[config.mk]
export PLATFORM = sky130hd
export DESIGN_NAME = source_text_lexer
export DESIGN_NICKNAME = d
export VERILOG_FILES = /design/src/hw/rtl/slx_pkg.sv /design/src/hw/rtl/source_text_lexer.sv /design/src/hw/rtl/slx_front.sv /design/src/hw/rtl/slx_queue.sv /design/src/hw/rtl/slx_back.sv
export VERILOG_INCLUDE_DIRS = /design/src /design/src/hw/rtl
export SDC_FILE = /design/constraint.sdc
export NUM_CORES = 1
export LEC_CHECK = 0
export BUFFER_PORTS_ARGS = -buffer_cell sky130_fd_sc_hd__buf_2
export CORE_MARGIN = 8
export CORE_UTILIZATION = 51
export CTS_BUF_LIST = sky130_fd_sc_hd__clkbuf_16
export CTS_CLUSTER_DIAMETER = 30
export CTS_CLUSTER_SIZE = 28
export DETAILED_ROUTE_END_ITERATION = 8
export PLACE_DENSITY = 0.7
export SLEW_MARGIN = 10
export SYNTH_ARGS = -nofsm -noshare
export SYNTH_HDL_FRONTEND = slang
export SYNTH_SLANG_ARGS = --single-unit
[constraint.sdc]
create_clock -name clk -period 6.15 [get_ports clk]
set_input_delay 0.3075 -clock clk [delete_from_list [all_inputs] [get_ports clk]]
set_output_delay 0.3075 -clock clk [all_outputs]
set_load 0.02 [all_outputs]
[src/hw/rtl/source_text_lexer_assert.svh]
// Assertion macros shared by the source text lexer modules.
// Both macros sample on clk and are disabled while rst_n is low.
`ifndef SOURCE_TEXT_LEXER_ASSERT_SVH
`define SOURCE_TEXT_LEXER_ASSERT_SVH

// Check a condition at every clock edge outside reset.
`define SLX_ASSERT_NOW(lbl, expr, msg) \
    lbl: assert property (@(posedge clk) disable iff (!rst_n) (expr)) else $error(msg);

// Check a condition in the cycle after a trigger.
`define SLX_ASSERT_NEXT(lbl, trig, expr, msg) \
    lbl: assert property (@(posedge clk) disable iff (!rst_n) (trig) |=> (expr)) else $error(msg);

`endif

[src/hw/rtl/slx_pkg.sv]
// Shared types and constants of the source text lexer.
// Used by slx_front, slx_queue, slx_back and source_text_lexer; no dependencies.
package slx_pkg;

    localparam int unsigned MAX_PART_LENGTH = 1024;
    localparam int LEN_W   = 11;
    localparam int KIND_W  = 5;
    localparam int KW_W    = 2;
    localparam int INT_W   = 32;
    localparam int FRAC_W  = 30;
    localparam int SCALE_W = 4;

    localparam logic [LEN_W-1:0]   MAX_LEN   = LEN_W'(MAX_PART_LENGTH);
    localparam logic [SCALE_W-1:0] FRAC_KEEP = 4'd9;

    // Result slots per character: held symbol, part, single symbol or flushed hold
    localparam int NUM_SLOTS   = 3;
    localparam int QUEUE_DEPTH = 4;
    localparam int QPTR_W      = $clog2(QUEUE_DEPTH);
    localparam int QCNT_W      = $clog2(QUEUE_DEPTH + 1);

    // Token kinds
    localparam logic [KIND_W-1:0] KIND_KEYWORD = 5'd0;
    localparam logic [KIND_W-1:0] KIND_NAME    = 5'd1;
    localparam logic [KIND_W-1:0] KIND_INT     = 5'd2;
    localparam logic [KIND_W-1:0] KIND_FLOAT   = 5'd3;
    localparam logic [KIND_W-1:0] KIND_EQ      = 5'd4;
    localparam logic [KIND_W-1:0] KIND_NOT     = 5'd5;
    localparam logic [KIND_W-1:0] KIND_NE      = 5'd6;
    localparam logic [KIND_W-1:0] KIND_GE      = 5'd7;
    localparam logic [KIND_W-1:0] KIND_GT      = 5'd8;
    localparam logic [KIND_W-1:0] KIND_LE      = 5'd9;
    localparam logic [KIND_W-1:0] KIND_LT      = 5'd10;
    localparam logic [KIND_W-1:0] KIND_AND     = 5'd11;
    localparam logic [KIND_W-1:0] KIND_OR      = 5'd12;
    localparam logic [KIND_W-1:0] KIND_PLUS    = 5'd13;
    localparam logic [KIND_W-1:0] KIND_MINUS   = 5'd14;
    localparam logic [KIND_W-1:0] KIND_SLASH   = 5'd15;
    localparam logic [KIND_W-1:0] KIND_STAR    = 5'd16;
    localparam logic [KIND_W-1:0] KIND_LPAREN  = 5'd17;
    localparam logic [KIND_W-1:0] KIND_RPAREN  = 5'd18;
    localparam logic [KIND_W-1:0] KIND_LBRACE  = 5'd19;
    localparam logic [KIND_W-1:0] KIND_RBRACE  = 5'd20;
    localparam logic [KIND_W-1:0] KIND_COMMA   = 5'd21;
    localparam logic [KIND_W-1:0] KIND_SEMI    = 5'd22;
    localparam logic [KIND_W-1:0] KIND_INVALID = 5'd23;
    localparam logic [KIND_W-1:0] KIND_NONE    = 5'd0;

    // Keyword codes
    localparam logic [KW_W-1:0] KW_IF    = 2'd0;
    localparam logic [KW_W-1:0] KW_WHILE = 2'd1;
    localparam logic [KW_W-1:0] KW_FOR   = 2'd2;
    localparam logic [KW_W-1:0] KW_PRINT = 2'd3;

    // Codes of a symbol waiting to be joined with the next byte
    typedef enum logic [2:0] {
        HOLD_EQ  = 3'd0,
        HOLD_GT  = 3'd1,
        HOLD_LT  = 3'd2,
        HOLD_NOT = 3'd3,
        HOLD_AMP = 3'd4,
        HOLD_BAR = 3'd5
    } hold_code_t;

    // Classification state of the part being collected
    typedef struct packed {
        logic [LEN_W-1:0]   count;
        logic               name_p;
        logic               num_p;
        logic [1:0]         dots;
        logic [3:0]         cand;
        logic [INT_W-1:0]   iacc;
        logic [FRAC_W-1:0]  facc;
        logic [SCALE_W-1:0] fcnt;
    } part_state_t;

    // One result item
    typedef struct packed {
        logic [KIND_W-1:0]  kind;
        logic [KW_W-1:0]    kw;
        logic [LEN_W-1:0]   len;
        logic [INT_W-1:0]   ival;
        logic [FRAC_W-1:0]  fval;
        logic [SCALE_W-1:0] scale;
    } token_t;

    // All results caused by one character
    typedef struct packed {
        logic                       eot;
        logic [NUM_SLOTS-1:0]       tok_valid;
        token_t [NUM_SLOTS-1:0]     tok;
    } bundle_t;

    typedef struct packed {
        logic full;
        logic empty;
    } queue_status_t;

endpackage

[src/hw/rtl/source_text_lexer.sv]
// Source text lexer top level: one character per cycle in, one token per cycle out,
// unless the queue is full or out_ready is low. A token is registered in the bundle queue,
// then in the output register of slx_back. Throughput: one character per cycle while each
// character yields at most one token; a character that yields two or three tokens sends them
// one after another, and a four-transaction bundle queue absorbs such bursts. Reset clears
// queue, part and hold. Depends on slx_pkg, slx_front, slx_queue and slx_back.

module source_text_lexer
    import slx_pkg::*;
(
    input  logic                clk,
    input  logic                rst_n,
    input  logic                in_valid,
    output logic                in_ready,
    input  logic [7:0]          char_code,
    input  logic                end_of_text,
    output logic                out_valid,
    input  logic                out_ready,
    output logic [KIND_W-1:0]   token_kind,
    output logic [KW_W-1:0]     keyword_index,
    output logic [LEN_W-1:0]    part_length,
    output logic [INT_W-1:0]    integer_digits_value,
    output logic [FRAC_W-1:0]   fraction_digits_value,
    output logic [SCALE_W-1:0]  fraction_scale,
    output logic                last_token
);

    queue_status_t q_status;
    logic          push;
    bundle_t       push_data;
    logic          pop;
    bundle_t       head;
    token_t        out_tok;

    slx_front u_front (
        .clk         (clk),
        .rst_n       (rst_n),
        .in_valid    (in_valid),
        .in_ready    (in_ready),
        .char_code   (char_code),
        .end_of_text (end_of_text),
        .q_status    (q_status),
        .push        (push),
        .push_data   (push_data)
    );

    slx_queue u_queue (
        .clk       (clk),
        .rst_n     (rst_n),
        .push      (push),
        .push_data (push_data),
        .pop       (pop),
        .head      (head),
        .status    (q_status)
    );

    slx_back u_back (
        .clk       (clk),
        .rst_n     (rst_n),
        .head      (head),
        .q_status  (q_status),
        .pop       (pop),
        .out_valid (out_valid),
        .out_ready (out_ready),
        .out_tok   (out_tok),
        .out_last  (last_token)
    );

    // Split the token record onto its ports
    assign token_kind            = out_tok.kind;
    assign keyword_index         = out_tok.kw;
    assign part_length           = out_tok.len;
    assign integer_digits_value  = out_tok.ival;
    assign fraction_digits_value = out_tok.fval;
    assign fraction_scale        = out_tok.scale;

endmodule

[src/hw/rtl/slx_front.sv]
// Front end of the source text lexer: accepts characters, tracks part state
// and the held symbol, and builds one bundle of up to three tokens per character.
// Depends on slx_pkg and source_text_lexer_assert.svh.
`include "source_text_lexer_assert.svh"

module slx_front
    import slx_pkg::*;
(
    input  logic          clk,
    input  logic          rst_n,
    input  logic          in_valid,
    output logic          in_ready,
    input  logic [7:0]    char_code,
    input  logic          end_of_text,
    input  queue_status_t q_status,
    output logic          push,
    output bundle_t       push_data
);

    localparam logic [7:0] CH_SPACE  = 8'h20;
    localparam logic [7:0] CH_DOT    = 8'h2E;
    localparam logic [7:0] CH_UNDER  = 8'h5F;
    localparam logic [7:0] CH_EQ     = 8'h3D;
    localparam logic [7:0] CH_GT     = 8'h3E;
    localparam logic [7:0] CH_LT     = 8'h3C;
    localparam logic [7:0] CH_BANG   = 8'h21;
    localparam logic [7:0] CH_AMP    = 8'h26;
    localparam logic [7:0] CH_BAR    = 8'h7C;
    localparam logic [7:0] CH_PLUS   = 8'h2B;
    localparam logic [7:0] CH_MINUS  = 8'h2D;
    localparam logic [7:0] CH_SLASH  = 8'h2F;
    localparam logic [7:0] CH_STAR   = 8'h2A;
    localparam logic [7:0] CH_LPAREN = 8'h28;
    localparam logic [7:0] CH_RPAREN = 8'h29;
    localparam logic [7:0] CH_LBRACE = 8'h7B;
    localparam logic [7:0] CH_RBRACE = 8'h7D;
    localparam logic [7:0] CH_COMMA  = 8'h2C;
    localparam logic [7:0] CH_SEMI   = 8'h3B;

    function automatic part_state_t part_cleared();
        part_state_t s;
        s        = '0;
        s.name_p = 1'b1;
        s.num_p  = 1'b1;
        s.cand   = 4'hF;
        return s;
    endfunction

    function automatic logic [LEN_W-1:0] kw_len(input logic [KW_W-1:0] k);
        logic [LEN_W-1:0] l;
        unique case (k)
            KW_IF:    l = LEN_W'(2);
            KW_WHILE: l = LEN_W'(5);
            KW_FOR:   l = LEN_W'(3);
            KW_PRINT: l = LEN_W'(5);
            default:  l = LEN_W'(5);
        endcase
        return l;
    endfunction

    function automatic logic [7:0] kw_char(input logic [KW_W-1:0] k, input logic [2:0] pos);
        logic [7:0] ch;
        unique case ({k, pos})
            {KW_IF, 3'd0}:    ch = 8'h69; // i
            {KW_IF, 3'd1}:    ch = 8'h66; // f
            {KW_WHILE, 3'd0}: ch = 8'h77; // w
            {KW_WHILE, 3'd1}: ch = 8'h68; // h
            {KW_WHILE, 3'd2}: ch = 8'h69; // i
            {KW_WHILE, 3'd3}: ch = 8'h6C; // l
            {KW_WHILE, 3'd4}: ch = 8'h65; // e
            {KW_FOR, 3'd0}:   ch = 8'h66; // f
            {KW_FOR, 3'd1}:   ch = 8'h6F; // o
            {KW_FOR, 3'd2}:   ch = 8'h72; // r
            {KW_PRINT, 3'd0}: ch = 8'h70; // p
            {KW_PRINT, 3'd1}: ch = 8'h72; // r
            {KW_PRINT, 3'd2}: ch = 8'h69; // i
            {KW_PRINT, 3'd3}: ch = 8'h6E; // n
            {KW_PRINT, 3'd4}: ch = 8'h74; // t
            default:          ch = 8'h00;
        endcase
        return ch;
    endfunction

    function automatic logic is_hold(input logic [7:0] c);
        return (c == CH_EQ) || (c == CH_GT) || (c == CH_LT) ||
               (c == CH_BANG) || (c == CH_AMP) || (c == CH_BAR);
    endfunction

    function automatic logic [2:0] hold_of(input logic [7:0] c);
        logic [2:0] h;
        unique case (c)
            CH_EQ:   h = HOLD_EQ;
            CH_GT:   h = HOLD_GT;
            CH_LT:   h = HOLD_LT;
            CH_BANG: h = HOLD_NOT;
            CH_AMP:  h = HOLD_AMP;
            CH_BAR:  h = HOLD_BAR;
            default: h = HOLD_EQ;
        endcase
        return h;
    endfunction

    function automatic logic [KIND_W-1:0] single_kind(input logic [7:0] c);
        logic [KIND_W-1:0] k;
        unique case (c)
            CH_PLUS:   k = KIND_PLUS;
            CH_MINUS:  k = KIND_MINUS;
            CH_SLASH:  k = KIND_SLASH;
            CH_STAR:   k = KIND_STAR;
            CH_LPAREN: k = KIND_LPAREN;
            CH_RPAREN: k = KIND_RPAREN;
            CH_LBRACE: k = KIND_LBRACE;
            CH_RBRACE: k = KIND_RBRACE;
            CH_COMMA:  k = KIND_COMMA;
            CH_SEMI:   k = KIND_SEMI;
            default:   k = KIND_NONE;
        endcase
        return k;
    endfunction

    function automatic logic pair_match(input logic [2:0] h, input logic [7:0] c);
        logic m;
        unique case (h)
            HOLD_EQ, HOLD_GT, HOLD_LT, HOLD_NOT: m = (c == CH_EQ);
            HOLD_AMP: m = (c == CH_AMP);
            HOLD_BAR: m = (c == CH_BAR);
            default:  m = 1'b0;
        endcase
        return m;
    endfunction

    function automatic logic [KIND_W-1:0] pair_kind(input logic [2:0] h);
        logic [KIND_W-1:0] k;
        unique case (h)
            HOLD_EQ:  k = KIND_EQ;
            HOLD_GT:  k = KIND_GE;
            HOLD_LT:  k = KIND_LE;
            HOLD_NOT: k = KIND_NE;
            HOLD_AMP: k = KIND_AND;
            HOLD_BAR: k = KIND_OR;
            default:  k = KIND_INVALID;
        endcase
        return k;
    endfunction

    function automatic logic [KIND_W-1:0] lone_kind(input logic [2:0] h);
        logic [KIND_W-1:0] k;
        unique case (h)
            HOLD_GT:  k = KIND_GT;
            HOLD_LT:  k = KIND_LT;
            HOLD_NOT: k = KIND_NOT;
            default:  k = KIND_INVALID;
        endcase
        return k;
    endfunction

    function automatic token_t symbol_token(input logic [KIND_W-1:0] kind,
                                            input logic [LEN_W-1:0] len);
        token_t t;
        t      = '0;
        t.kind = kind;
        t.len  = len;
        return t;
    endfunction

    // Fold one character into the part state
    function automatic part_state_t add_char(input part_state_t s, input logic [7:0] c);
        part_state_t n;
        logic        lower;
        logic        digit;
        logic        under;
        logic [3:0]  d;
        n     = s;
        lower = (c >= 8'h61) && (c <= 8'h7A);
        digit = (c >= 8'h30) && (c <= 8'h39);
        under = (c == CH_UNDER);
        d     = c[3:0];
        if (s.count == '0)
        begin
            n.name_p = lower || under;
        end
        else
        begin
            n.name_p = s.name_p && (lower || digit || under);
        end
        if (c == CH_DOT)
        begin
            if (s.dots < 2'd2)
            begin
                n.dots = s.dots + 2'd1;
            end
            if (n.dots >= 2'd2)
            begin
                n.num_p = 1'b0;
            end
        end
        else if (digit)
        begin
            if (s.dots == 2'd0)
            begin
                n.iacc = INT_W'(s.iacc * 32'd10) + {28'd0, d};
            end
            else if (s.fcnt < FRAC_KEEP)
            begin
                n.facc = FRAC_W'(s.facc * 30'd10) + {26'd0, d};
                n.fcnt = s.fcnt + 4'd1;
            end
        end
        else
        begin
            n.num_p = 1'b0;
        end
        for (int k = 0; k < 4; k++)
        begin
            if (s.cand[k] && !((s.count < kw_len(KW_W'(k))) &&
                               (c == kw_char(KW_W'(k), s.count[2:0]))))
            begin
                n.cand[k] = 1'b0;
            end
        end
        if (s.count < MAX_LEN)
        begin
            n.count = s.count + 1'b1;
        end
        return n;
    endfunction

    // Turn a finished part into its token
    function automatic token_t classify_part(input part_state_t s);
        token_t t;
        logic   hit;
        t     = '0;
        t.len = s.count;
        hit   = 1'b0;
        for (int k = 0; k < 4; k++)
        begin
            if (!hit && s.cand[k] && (s.count == kw_len(KW_W'(k))))
            begin
                hit    = 1'b1;
                t.kind = KIND_KEYWORD;
                t.kw   = KW_W'(k);
            end
        end
        if (!hit)
        begin
            priority if (s.name_p)
            begin
                t.kind = KIND_NAME;
            end
            else if (s.num_p && (s.dots == 2'd0))
            begin
                t.kind = KIND_INT;
                t.ival = s.iacc;
            end
            else if (s.num_p && (s.dots == 2'd1))
            begin
                t.kind  = KIND_FLOAT;
                t.ival  = s.iacc;
                t.fval  = s.facc;
                t.scale = s.fcnt;
            end
            else
            begin
                t.kind = KIND_INVALID;
            end
        end
        return t;
    endfunction

    part_state_t part_reg, part_next;
    logic [2:0]  held_sym_reg, held_sym_next;
    logic        held_valid_reg, held_valid_next;

    logic              accept;
    logic              consumed;
    logic              hold_hit;
    logic [KIND_W-1:0] sk;
    logic              stop;
    part_state_t       added;
    part_state_t       mid_part;
    part_state_t       emit_src;
    logic              held_mid_valid;

    assign in_ready = !q_status.full;
    assign accept   = in_valid && in_ready;

    // Classify the character and build the token bundle
    always_comb
    begin
        consumed       = held_valid_reg && pair_match(held_sym_reg, char_code);
        hold_hit       = is_hold(char_code);
        sk             = single_kind(char_code);
        stop           = !consumed && (hold_hit || (sk != KIND_NONE) || (char_code == CH_SPACE));
        added          = add_char(part_reg, char_code);
        held_mid_valid = stop && hold_hit;

        if (consumed)
        begin
            mid_part = part_reg;
        end
        else if (stop)
        begin
            mid_part = part_cleared();
        end
        else
        begin
            mid_part = added;
        end
        emit_src = stop ? part_reg : mid_part;

        push_data     = '0;
        push_data.eot = end_of_text;

        // Slot 0: the symbol held from the previous character
        push_data.tok_valid[0] = held_valid_reg;
        push_data.tok[0] = consumed ? symbol_token(pair_kind(held_sym_reg), LEN_W'(2))
                                    : symbol_token(lone_kind(held_sym_reg), LEN_W'(1));

        // Slot 1: the part ended by a stop character or by end of text
        push_data.tok_valid[1] = stop ? (part_reg.count != '0)
                                      : (end_of_text && (mid_part.count != '0));
        push_data.tok[1] = classify_part(emit_src);

        // Slot 2: a single symbol, or a new hold flushed at end of text
        if (stop && (sk != KIND_NONE))
        begin
            push_data.tok_valid[2] = 1'b1;
            push_data.tok[2]       = symbol_token(sk, LEN_W'(1));
        end
        else
        begin
            push_data.tok_valid[2] = end_of_text && held_mid_valid;
            push_data.tok[2]       = symbol_token(lone_kind(hold_of(char_code)), LEN_W'(1));
        end

        push = accept && (push_data.tok_valid != '0);

        // Advance state; end of text starts a fresh text
        if (end_of_text)
        begin
            part_next       = part_cleared();
            held_valid_next = 1'b0;
            held_sym_next   = HOLD_EQ;
        end
        else
        begin
            part_next       = mid_part;
            held_valid_next = held_mid_valid;
            held_sym_next   = held_mid_valid ? hold_of(char_code) : held_sym_reg;
        end
    end

    always_ff @(posedge clk or negedge rst_n)
    begin
        if (!rst_n)
        begin
            part_reg       <= part_cleared();
            held_sym_reg   <= HOLD_EQ;
            held_valid_reg <= 1'b0;
        end
        else if (accept)
        begin
            part_reg       <= part_next;
            held_sym_reg   <= held_sym_next;
            held_valid_reg <= held_valid_next;
        end
    end

    `SLX_ASSERT_NEXT(a_eot_flush, accept && end_of_text, !held_valid_reg && (part_reg.count == '0), "state not flushed after end of text")

endmodule

[src/hw/rtl/slx_queue.sv]
// Bundle queue between the lexer front end and the token output stage.
// Depends on slx_pkg and source_text_lexer_assert.svh.
`include "source_text_lexer_assert.svh"

module slx_queue
    import slx_pkg::*;
(
    input  logic          clk,
    input  logic          rst_n,
    input  logic          push,
    input  bundle_t       push_data,
    input  logic          pop,
    output bundle_t       head,
    output queue_status_t status
);

    bundle_t mem [QUEUE_DEPTH];

    logic [QPTR_W-1:0] wr_ptr_reg, wr_ptr_next;
    logic [QPTR_W-1:0] rd_ptr_reg, rd_ptr_next;
    logic [QCNT_W-1:0] count_reg, count_next;

    assign status.full  = (count_reg == QCNT_W'(QUEUE_DEPTH));
    assign status.empty = (count_reg == '0);
    assign head         = mem[rd_ptr_reg];

    // Advance pointers and occupancy
    always_comb
    begin
        wr_ptr_next = push ? wr_ptr_reg + 1'b1 : wr_ptr_reg;
        rd_ptr_next = pop ? rd_ptr_reg + 1'b1 : rd_ptr_reg;
        count_next  = count_reg + QCNT_W'(push) - QCNT_W'(pop);
    end

    always_ff @(posedge clk or negedge rst_n)
    begin
        if (!rst_n)
        begin
            wr_ptr_reg <= '0;
            rd_ptr_reg <= '0;
            count_reg  <= '0;
        end
        else
        begin
            wr_ptr_reg <= wr_ptr_next;
            rd_ptr_reg <= rd_ptr_next;
            count_reg  <= count_next;
        end
    end

    // Store the incoming bundle
    always_ff @(posedge clk)
    begin
        if (push)
        begin
            mem[wr_ptr_reg] <= push_data;
        end
    end

    `SLX_ASSERT_NOW(a_no_overflow, !(push && status.full), "push into full queue")
    `SLX_ASSERT_NOW(a_no_underflow, !(pop && status.empty), "pop from empty queue")
    `SLX_ASSERT_NOW(a_count_range, count_reg <= QCNT_W'(QUEUE_DEPTH), "queue count out of range")

endmodule

[src/hw/rtl/slx_back.sv]
// Token output stage of the source text lexer: walks the head bundle slot by
// slot into a registered output. Depends on slx_pkg and source_text_lexer_assert.svh.
`include "source_text_lexer_assert.svh"

module slx_back
    import slx_pkg::*;
(
    input  logic          clk,
    input  logic          rst_n,
    input  bundle_t       head,
    input  queue_status_t q_status,
    output logic          pop,
    output logic          out_valid,
    input  logic          out_ready,
    output token_t        out_tok,
    output logic          out_last
);

    logic [NUM_SLOTS-1:0] done_reg, done_next;
    logic                 out_valid_reg, out_valid_next;
    token_t               out_tok_reg, out_tok_next;
    logic                 out_last_reg, out_last_next;

    logic [NUM_SLOTS-1:0] pend;
    logic [NUM_SLOTS-1:0] sel_mask;
    logic                 last_slot;
    logic                 load;

    assign out_valid = out_valid_reg;
    assign out_tok   = out_tok_reg;
    assign out_last  = out_last_reg;

    // Pick the first slot not yet sent and load it when the output frees up
    always_comb
    begin
        pend = head.tok_valid & ~done_reg;
        priority if (pend[0])
        begin
            sel_mask     = 3'b001;
            out_tok_next = head.tok[0];
        end
        else if (pend[1])
        begin
            sel_mask     = 3'b010;
            out_tok_next = head.tok[1];
        end
        else
        begin
            sel_mask     = 3'b100;
            out_tok_next = head.tok[2];
        end
        last_slot     = ((pend & ~sel_mask) == '0);
        load          = !q_status.empty && (!out_valid_reg || out_ready);
        pop           = load && last_slot;
        out_last_next = head.eot && last_slot;

        if (load)
        begin
            out_valid_next = 1'b1;
            done_next      = last_slot ? '0 : (done_reg | sel_mask);
        end
        else
        begin
            out_valid_next = out_valid_reg && !out_ready;
            done_next      = done_reg;
        end
    end

    always_ff @(posedge clk or negedge rst_n)
    begin
        if (!rst_n)
        begin
            done_reg      <= '0;
            out_valid_reg <= 1'b0;
        end
        else
        begin
            done_reg      <= done_next;
            out_valid_reg <= out_valid_next;
        end
    end

    // Hold the payload until the next load
    always_ff @(posedge clk)
    begin
        if (load)
        begin
            out_tok_reg  <= out_tok_next;
            out_last_reg <= out_last_next;
        end
    end

    `SLX_ASSERT_NOW(a_no_empty_bundle, q_status.empty || (head.tok_valid != '0), "empty bundle in queue")
    `SLX_ASSERT_NEXT(a_pop_clears_done, pop, done_reg == '0, "slot marks kept after pop")

endmodule

==> reports/metrics.cfg <==
[clocking]
cts_setup_buffers = 0
cts_num_sinks = 577
h-tree-depth = 3
cts-resized-gates = 0
clock-root-buffer = clkbuf_16
cts_tree = done
cts_made_buffers = 105
clk_pin_slew_ns = 0.05
clock_path_buffers = 3
clkLatencyLatePin_ns = 0.65

[timing]
hold_viol = 0
rsz0062_at_grt = no
drv_slew = 0
period_needed_ns = 4.891
fin_tns_setup_ns = 0
setup_viol = 0
final.period_utilization = 0.7953
fin_ws_ns = 1.259
fin_skew_ns = 0.02188
tightest_slew_ns = 1.143
max_freq_ghz = 0.2044
relSlewSlack = 0.2350

[die]
dieArea_mm2 = 0.06454
die_h_um = 254.0
ioPinCount = 100
core_area_mm2 = 0.05617
start_util = 0.5145
rows = 87
die-width_um = 254.0

[global_route]
grt_first_pass_wirelength_mm = 107.4
gr-usage-all-layers = 0.2121
grt_max_degree = 99
grt_overflow_total = 0
antenna_found_initial = 2
grt_pass1_vias = 19091

[final_layout]
finalNetCount = 2461
fillCellCount = 4378
largest_reg_flops = 392
syn_to_final_growth_pct = 16.90
antenna_cells = 0
drive_gt1_frac = 0.1934
design_area_mm2 = 0.03378

[detailed_routing]
ant_nets = 0
wl_mm = 68.18
vias_per_cell = 5.909
via_count = 18701
dr.pass1.iters = 5
drc_errors = 0
post_drt_wl_per_cell_um = 21.54
drt_iter0_markers = 1448

[logic_synthesis]
yosysMostFrequentCell = edfxtp_1
yosys-top-cells-area = edfxtp_1, dfrtp_1, mux4_2
ys_top_cells_by_count = edfxtp_1, nand2_1, nor2_1
synthArstFlopShare = 0.1733
netlist_area_mm2 = 0.02890
synthCells = 2193
yosysWarnings = 0
synth_top_area_frac = 0.4957
syn_area_per_cell_um2 = 13.18
ys_seq_area_frac = 0.5825
ys_ff_latch = 577
syn_nets = 2337
yosys.cell_types.count = 104
synth_top_area_cell = edfxtp_1
synth-edff-count = 477
synthFlopType = edfxtp_1

[job]
maxCapViolations = 0

[worst_setup_path]
reg2regPathDepth = 11
worst_setup_path_end_kind = flop
worstReg2RegEnd = u_queue.mem[0][136]$_DFFE_PP_
critical_path.max_stage_delay_ns = 0.58
required_ns = 6.46
start_kind = flop
worstPathMaxFanout = 36
r2r_slack_ns = 1.26
worst_ep_arrival_time_ns = 5.20
critical_path.top_delay_family = simple AND/OR/NAND/NOR gates
r2r-start = u_front.held_sym_reg[0]$_DFFE_PN0P_
cp_cell_sequence = nor4b_1 -> o21ai_1 -> nor2b_4 -> inv_2 -> nor2_1 -> or2_1 -> o31ai_1 -> a21oi_1 -> o31a_1 -> and2_4 -> buf_4
crit_type = reg2reg
crit_buf_inv = 2
crit_path_top_delay_cell = and2_4

[power]
power_leakage_nw = 12.79
power_density_mw_per_mm2 = 419.4
peakVddDrop_mv = 0.3012

[outcome]
status = completed

[placement]
portBuffers = 99
dpl-instance-area_mm2 = 0.03019
dp_slack_ns = 0.9510
hpwl_mm = 44.83
gp_congestion = 0.9164

[min_path]
hold_path_class = in2async

stage by stage:
| step | instances | utilization | total power [mW] | hold WS (ns) |
|---|---|---|---|---|
| floorplan | 2193 | - | 7.582 | 0.01191 |
| global placement | 2964 | 0.5375 | 8.548 | 0.3171 |
| detailed placement | 2964 | 0.5375 | 8.614 | 0.3293 |
| CTS | 3165 | 0.6014 | 14.33 | 0.1830 |
| global route | 3165 | 0.6014 | 14.76 | 0.2228 |
| finish | 3165 | 0.6014 | 14.17 | 0.1915 |
cell type report:
type	count	area, um^2	share of cell area
clock buffer	106	2653	0.07852
clock inverter	93	920.9	0.02726
inverter	44	165.2	0.004889
multi-input combinational	1460	11480	0.3398
sequential	577	16840	0.4985
tap	756	945.9	0.02800
timing repair buffer	129	778.2	0.02304
report_power, final:
| group | leakage, nW | internal [mW] | total (mW) | switching (mW) |
|---|---|---|---|---|
| clock network | 1.75 | 3.61 | 5.66 | 2.05 |
| registers | 5.81 | 5.06 | 5.35 | 0.292 |
| logic | 5.23 | 1.25 | 3.16 | 1.91 |
| total | 12.8 | 9.91 | 14.2 | 4.25 |
metal layers:
metal / vias up / track usage / share of wire
met3: 112 / 0.03476 / 0.057
met1: 9388 / 0.2817 / 0.43
met4: 2 / 0.07632 / 0.024
met2: 576 / 0.3514 / 0.49
met5: - / 0 / 0.00019
li1: 8623 / - / -
worst max-delay path by stage:
stage                                        start                             to  cells past startpoint
2_1_floorplan                         char_code[4]  u_queue.mem[0][100]$_DFFE_PP_                     14
3_3_place_gp                          char_code[0]  u_queue.mem[0][122]$_DFFE_PP_                     13
3_5_place_dp                          char_code[0]  u_queue.mem[0][136]$_DFFE_PP_                     13
4_1_cts        u_front.held_sym_reg[0]$_DFFE_PN0P_  u_queue.mem[0][136]$_DFFE_PP_                     11
5_1_grt        u_front.held_sym_reg[0]$_DFFE_PN0P_  u_queue.mem[0][136]$_DFFE_PP_                     11
6_report       u_front.held_sym_reg[0]$_DFFE_PN0P_  u_queue.mem[0][136]$_DFFE_PP_                     11
layout by cell type (no fill, tap or decap), types with 16 or more instances in the layout:
cell type	n
buf_4	25
nor2b_1	26
and3_1	20
nand3_1	35
nand4_1	16
nand2b_1	19
clkinvlp_4	16
inv_1	55
a211oi_1	31
and2_1	91
a22o_1	33
a21o_1	27
o21ai_0	120
xor2_1	46
buf_2	98
clkbuf_16	106
ha_1	126
nor3_1	29
dfrtp_1	92
nor2_1	127
a21oi_1	100
xnor2_1	86
edfxtp_1	477
mux4_2	96
nand2_1	183
cell families (layout without fill, tap and decap cells):
| family | Yosys count | count (layout) | share of synthesized area |
|---|---|---|---|
| xor+xnor | 134 | 134 | 0.04113 |
| compound gates | 463 | 463 | 0.1055 |
| fa+ha+maj | 131 | 131 | 0.05802 |
| simple gates | 629 | 629 | 0.1137 |
| flops | 577 | 577 | 0.5825 |
| mux | 103 | 103 | 0.07742 |
| buf+inv | 156 | 372 | 0.02169 |
repair_timing:
| action | in CTS | in global routing |
|---|---|---|
| endpoints found under the setup margin | 0 | 0 |
| hold buffers | 2 | 0 |
| endpoints found under the hold margin | 37 | 0 |
No activity file was read; power rests on OpenSTA's default activity.
